==> src/hdl/tuol_pkg.sv <==
// Shared types and constants for the TAI-UTC offset lookup unit.
// Used by tuol_ctrl, tuol_dpath, tai_utc_offset_lookup_unit and the testbench; depends on nothing.
`default_nettype none

package tuol_pkg;

  localparam int TableDepthDef = 64;

  localparam int ACT_W   = 2;
  localparam int START_W = 46;
  localparam int OFS_W   = 38;
  localparam int REF_W   = 17;
  localparam int SCALE_W = 32;
  localparam int MJD_W   = 41;
  localparam int DIFF_W  = 40;
  localparam int REGN_W  = 2;
  localparam int FRAC_D  = 24;
  localparam int JD_W    = 47;
  localparam int ENTRY_W = START_W + OFS_W + REF_W + SCALE_W;
  localparam int IN_DATA_W  = 176;
  localparam int OUT_DATA_W = 40;

  // 2400000.5 days with 24 fraction bits.
  localparam logic [JD_W-1:0] JdMjdOfs = (JD_W'(2400000) << FRAC_D) + (JD_W'(1) << (FRAC_D - 1));

  localparam logic [ACT_W-1:0] ACT_CLEAR  = 2'd0;
  localparam logic [ACT_W-1:0] ACT_APPEND = 2'd1;
  localparam logic [ACT_W-1:0] ACT_QUERY  = 2'd2;

  localparam logic [REGN_W-1:0] REGN_BEFORE = 2'd0;
  localparam logic [REGN_W-1:0] REGN_INSIDE = 2'd1;
  localparam logic [REGN_W-1:0] REGN_AFTER  = 2'd2;
  localparam logic [REGN_W-1:0] REGN_EMPTY  = 2'd3;

  typedef struct packed {
    logic              clear;
    logic              append;
    logic              query_load;
    logic              ptr_last;
    logic              ptr_dec;
    logic              capture;
    logic              set_region;
    logic [REGN_W-1:0] region;
    logic              diff_calc;
    logic              mul_lo;
    logic              mul_hi;
    logic              round;
    logic              out_load;
  } tuol_cmd_t;

  typedef struct packed {
    logic count_zero;
    logic jd_lt;
    logic jd_gt;
    logic out_busy;
  } tuol_stat_t;

endpackage

`default_nettype wire

==> src/hdl/tuol_ctrl.sv <==
// Controller of the TAI-UTC offset lookup: decodes requests, sequences the table
// search and the drift evaluation. Depends on tuol_pkg.
`default_nettype none

module tuol_ctrl
  import tuol_pkg::*;
(
  input  wire logic             clk,
  input  wire logic             rst_n,
  input  wire logic             in_valid,
  output logic                  in_ready,
  input  wire logic [ACT_W-1:0] in_action,
  input  wire tuol_stat_t       stat,
  output tuol_cmd_t             cmd
);

  localparam logic [3:0] S_IDLE = 4'd0;
  localparam logic [3:0] S_RD0  = 4'd1;
  localparam logic [3:0] S_CHK0 = 4'd2;
  localparam logic [3:0] S_CHKL = 4'd3;
  localparam logic [3:0] S_SCAN = 4'd4;
  localparam logic [3:0] S_DIFF = 4'd5;
  localparam logic [3:0] S_MUL0 = 4'd6;
  localparam logic [3:0] S_MUL1 = 4'd7;
  localparam logic [3:0] S_RND  = 4'd8;
  localparam logic [3:0] S_FIN  = 4'd9;

  logic [3:0] state_r, state_nxt;

  always_ff @(posedge clk) begin
    if (!rst_n) begin
      state_r <= S_IDLE;
    end else begin
      state_r <= state_nxt;
    end
  end

  // Memory data is registered from the pointer register, so each check looks at the
  // entry addressed in the previous state.
  always_comb begin
    cmd       = '0;
    in_ready  = 1'b0;
    state_nxt = state_r;
    unique case (state_r)
      S_IDLE: begin
        in_ready = 1'b1;
        if (in_valid) begin
          unique case (in_action)
            ACT_CLEAR:  cmd.clear  = 1'b1;
            ACT_APPEND: cmd.append = 1'b1;
            ACT_QUERY: begin
              cmd.query_load = 1'b1;
              if (stat.count_zero) begin
                cmd.set_region = 1'b1;
                cmd.region     = REGN_EMPTY;
                state_nxt      = S_FIN;
              end else begin
                state_nxt = S_RD0;
              end
            end
            default: ;
          endcase
        end
      end
      S_RD0: begin
        cmd.ptr_last = 1'b1;
        state_nxt    = S_CHK0;
      end
      S_CHK0: begin
        cmd.ptr_dec = 1'b1;
        if (stat.jd_lt) begin
          cmd.set_region = 1'b1;
          cmd.region     = REGN_BEFORE;
          state_nxt      = S_FIN;
        end else begin
          state_nxt = S_CHKL;
        end
      end
      S_CHKL: begin
        if (stat.jd_gt) begin
          cmd.capture    = 1'b1;
          cmd.set_region = 1'b1;
          cmd.region     = REGN_AFTER;
          state_nxt      = S_DIFF;
        end else if (!stat.jd_lt) begin
          cmd.capture    = 1'b1;
          cmd.set_region = 1'b1;
          cmd.region     = REGN_INSIDE;
          state_nxt      = S_DIFF;
        end else begin
          cmd.ptr_dec = 1'b1;
          state_nxt   = S_SCAN;
        end
      end
      S_SCAN: begin
        // The first entry is known not to be after the date, so this ends.
        if (!stat.jd_lt) begin
          cmd.capture    = 1'b1;
          cmd.set_region = 1'b1;
          cmd.region     = REGN_INSIDE;
          state_nxt      = S_DIFF;
        end else begin
          cmd.ptr_dec = 1'b1;
        end
      end
      S_DIFF: begin
        cmd.diff_calc = 1'b1;
        state_nxt     = S_MUL0;
      end
      S_MUL0: begin
        cmd.mul_lo = 1'b1;
        state_nxt  = S_MUL1;
      end
      S_MUL1: begin
        cmd.mul_hi = 1'b1;
        state_nxt  = S_RND;
      end
      S_RND: begin
        cmd.round = 1'b1;
        state_nxt = S_FIN;
      end
      S_FIN: begin
        if (!stat.out_busy) begin
          cmd.out_load = 1'b1;
          state_nxt    = S_IDLE;
        end
      end
      default: state_nxt = S_IDLE;
    endcase
  end

endmodule

`default_nettype wire

==> config.mk <==
export PLATFORM = sky130hd
export DESIGN_NAME = tuol_ctrl
export DESIGN_NICKNAME = d
export VERILOG_FILES = /design/src/hdl/tuol_pkg.sv /design/src/hdl/tuol_ctrl.sv
export SDC_FILE = /design/constraint.sdc
export NUM_CORES = 1
export LEC_CHECK = 0
export BUFFER_PORTS_ARGS = -buffer_cell sky130_fd_sc_hd__clkbuf_2
export CAP_MARGIN = 10
export CORE_AREA = 4 4 41 43
export CTS_BUF_LIST = sky130_fd_sc_hd__clkbuf_4 sky130_fd_sc_hd__clkbuf_8
export DETAILED_ROUTE_END_ITERATION = 8
export DIE_AREA = 0 0 45 47
export PLACE_DENSITY = 0.77
export SYNTH_ARGS = -nofsm -noshare
export SYNTH_HDL_FRONTEND = slang
export SYNTH_SLANG_ARGS = --single-unit
==> constraint.sdc <==
create_clock -name clk -period 2.9 [get_ports clk]
set_input_delay 0.58 -clock clk [delete_from_list [all_inputs] [get_ports clk]]
set_output_delay 0.58 -clock clk [all_outputs]
set_load 0.02 [all_outputs]
Word-level counts from Yosys, hierarchy flattened
Index checks and enable logic that the tools add are counted.

Bits in registers: 4. Input bits: 9. Logic and storage cells: 52.

Equal/unequal tests: 15. Mux-type cells: 33. Reduce and logical (&&, ||, !) cells: 3.

Operator list (number): 4-bit case mux with 10 select lines (1); 4-bit two-way mux (9); 3-bit two-way mux (6); 4-bit by 3-bit equality test with 1-bit output (second input constant) (4); 1-bit two-way mux (14); 3-bit case mux with 4 select lines (1); 4-bit by 2-bit equality test with 1-bit output (second input constant) (2); 4-bit equality test (second input constant) (2); 2-bit != test (second input constant) (3); 4-bit by 1-bit equality test with 1-bit output (second input constant) (1); 4-bit zero test (1); 4-bit AND reduction (1); 1-bit case mux with 3 select lines (1); 2-bit by 1-bit equality test with 1-bit output (second input constant) (1); 2-bit equality test (second input constant) (1); 2-bit zero test (1); 2-bit by 1-bit != test with 1-bit output (second input constant) (1); 1-bit case mux with 2 select lines (1).

Logic depth before layout (Yosys ltp)
Word-level depth: 4. Gate-level depth with buffers: 6. Mapped depth without buffers: 4.

Worst setup path before layout
No wires, ideal clock.

Path kind: input -> output. Start point: in in_action[0]. End point: out cmd[6] in the netlist's numbering. Data arrival time: 1.613 ns. Required time: 2.320 ns. Path slack: 0.707 ns. Stages on the path: 4. Cell sequence: nand3b_1 -> nor4b_4 -> nand2_1 -> o21ai_0.

RTL lines: from (decl) (line tuol_ctrl.sv:12) `input wire logic [ACT_W-1:0] in_action,`; to (decl) (line tuol_ctrl.sv:14) `output tuol_cmd_t cmd`.

==> results.ini <==
[floorplanning]
design.die.area_sq_mm = 0.00212
starting_utilization_of_the_core_area = 0.388
ios = 24
rows = 13
coreArea_sq_mm = 0.00130
die-height_um = 47
fp.dieW_um = 45

[pwr]
internal_power_uw = 254
swShare = 0.515
clock_power_share = 0.128
power.sequential.fraction = 0.281
p_leak_nw = 0.314
cellPowerDensity_mw_per_mm2 = 826
p_sw_uw = 270
peakVddDrop_mv = 0.454
comb_power_share = 0.591

[final_layout]
insertedDiodeCount = 0
final_cell_mix = sky130_fd_sc_hd__clkbuf_2 (23), sky130_fd_sc_hd__nor2_1 (10), sky130_fd_sc_hd__nand2_1 (6), sky130_fd_sc_hd__nand2b_1 (5), sky130_fd_sc_hd__a21oi_1 (5)
drive_gt1_frac = 0.371
largest_register_ffs = 4
area_growth_pct = 25.5
largest-register = state_r
biggestRegsByFlops = state_r x4
most_common_cell_after_layout_fill_and_taps_aside = sky130_fd_sc_hd__clkbuf_2
design.final.nets = 100

[cts]
clock_latency_ps = 230
ctsHtreeMaxLevel = 1
cts_buffers = 3
max-clock-path-buffers = 2
clock-sinks = 4
post-cts-setup-buffer-count = 0
cts_repair_resize_count = 0
cts_hold_buf = 0
cts-root-buf = sky130_fd_sc_hd__clkbuf_4
worst_setup_hold_path_clk_slew_ps = 40
clock_tree_from_tritoncts = built

[route]
detailedRoute.firstIterationViolations = 6
vias_per_cell = 5.38
post-route-drc-count = 0
firstDrtPassIters = 4
routed_wl_mm = 1.23
avgRoutedWirePerCell_um = 11.8
final_antenna_net_count = 0
num_vias = 559

[timing]
max_clock_freq_ghz = 0.419
finalHoldWorstSlack_ps = 629
hold_vio_cnt_final = 0
final_max_slew_viol_count = 0
timing.setup.tns_ps = 0
slew-limit-headroom = 0.540
setup_violations = 0
rsz_0062_raised_after_global_routing = no
worst_slew_pin_slew_ps = 689
layout_min_cycle_time_ps = 2390
post-route-period-util = 0.823
setup_slack_ps = 513
clock-skew-final_ps = 0.185

[setup_path]
regToRegSetupSlack_ps = 1330
worstPathArrival_ps = 1810
timing.rr.start = state_r[0]$_SDFFE_PN0P_
cp-start-kind = flip-flop
critical_path_peak_fanout = 17
critPathCaptureType = output port
worstReg2RegEnd = state_r[3]$_SDFFE_PN0P_
critical_path_class = flip-flop to output port
timing.critical_path.required_ps = 2320
worstRegToRegCells = 4

[placement]
placement.setup.worst_slack_ps = 710
placement.io_buffers = 23
finalWeightedCongestion = 0.826
dp.final_hpwl_um = 966

[logic_synthesis]
netlist-cell-type-count = 34
synth_warnings = 0
post-synth-top-area-cell = sky130_fd_sc_hd__dfxtp_1
synth_top_cells_by_area = sky130_fd_sc_hd__dfxtp_1 (16%), sky130_fd_sc_hd__nor2_1 (7.4%), sky130_fd_sc_hd__nand2b_1 (6.2%)
post_synth_instance_area_sq_um = 505
syn-instance-count = 67
postSynthAreaPerCell_sq_um = 7.54
synthesis.nets = 76
synth_largest_type_area_fraction = 0.158
ys_seq_area_frac = 0.158
yosys_register_bits = 4

[min_path]
min_delay_worst_endpoint = state_r[0]$_SDFFE_PN0P_
whs_path_depth = 2
hold_start = rst_n
hold_path_class = primary input to flip-flop

[grt]
grt_first_pass_wirelength_mm = 2.20
grt_antenna_before_repair = 0
grt_use_total = 0.137
total_gr_overflow = 0
pin_count_of_the_biggest_net_entering_global_routing = 18
grt_pass1_vias = 533

[run_status]
outcome = complete, no violations

[run]
cap_violations = 0

-- worst max-delay path, stage by stage (launching register included) --
cell and delay (ps):
sky130_fd_sc_hd__dfxtp_1 750, sky130_fd_sc_hd__nand2_2 160, sky130_fd_sc_hd__o31a_1 280, sky130_fd_sc_hd__o31ai_2 170
sky130_fd_sc_hd__clkbuf_2 200
-- cell families after synthesis --
logic type | Yosys count | synth area share
compound gates | 18 | 0.255
xor+xnor | 1 | 0.0173
simple gates | 36 | 0.463
buf+inv | 7 | 0.0841
flops | 4 | 0.158
mux | 1 | 0.0223
-- synthesized netlist by cell type (all sizes together) --
master / n
clkbuf: 1
nand2: 7
dfxtp: 4
and2b: 1
or3b: 1
a21boi: 1
o211ai: 1
mux2: 1
o211a: 2
a21oi: 5
a22o: 1
o32ai: 1
nand3b: 1
nor3: 3
a2bb2oi: 1
nor4b: 1
a31oi: 1
nor3b: 4
inv: 2
o21ai: 3
o31ai: 1
nor4: 1
buf: 4
o31a: 1
nand2b: 5
and4bb: 1
xor2: 1
and4b: 1
nor2: 10
-- metrics by stage --
step	instances	utilization	power (mW)	cell area (sq um)
after floorplan	67	-	0.397	505
after global routing	104	0.488	0.574	634
after global placement	101	0.470	0.455	612
after CTS	104	0.488	0.531	634
after detailed placement	101	0.470	0.461	612
final	104	0.488	0.524	634
-- power by group through the flow --
stage | clock network (mW) | registers [mW] | logic (mW)
6_report | 0.0671 | 0.147 | 0.310
5_1_grt | 0.0748 | 0.158 | 0.341
4_1_cts | 0.0698 | 0.148 | 0.313
3_5_place_dp | 0 | 0.149 | 0.312
3_3_place_gp | 0 | 0.148 | 0.307
2_1_floorplan | 0 | 0.0883 | 0.309
-- layout make-up --
| type | instances | area [sq um] |
|---|---|---|
| clock buffer | 3 | 22.5 |
| fill | 143 | 667 |
| inverter | 2 | 7.51 |
| multi-input combinational | 56 | 383 |
| sequential | 4 | 80.1 |
| tap | 15 | 18.8 |
| timing repair buffer | 24 | 123 |
-- per-layer routing --
| layer | global-route usage | routed length, um |
|---|---|---|
| met2 | 0.215 | 550 |
| met1 | 0.177 | 599 |
| met3 | 0.0575 | 79 |
| met5 | 0 | 0 |
| met4 | 0.0234 | 0 |
-- worst max-delay path by stage --
stage | startpoint | end | depth (start not counted)
6_report | state_r[0]$_SDFFE_PN0P_ | cmd[5] | 4
5_1_grt | state_r[0]$_SDFFE_PN0P_ | cmd[5] | 4
4_1_cts | state_r[0]$_SDFFE_PN0P_ | cmd[5] | 4
3_5_place_dp | in_action[0] | cmd[6] | 6
3_3_place_gp | state_r[0]$_SDFFE_PN0P_ | cmd[5] | 4
2_1_floorplan | in_action[0] | cmd[6] | 4
Note: power is estimated with default switching activity, not from simulation.
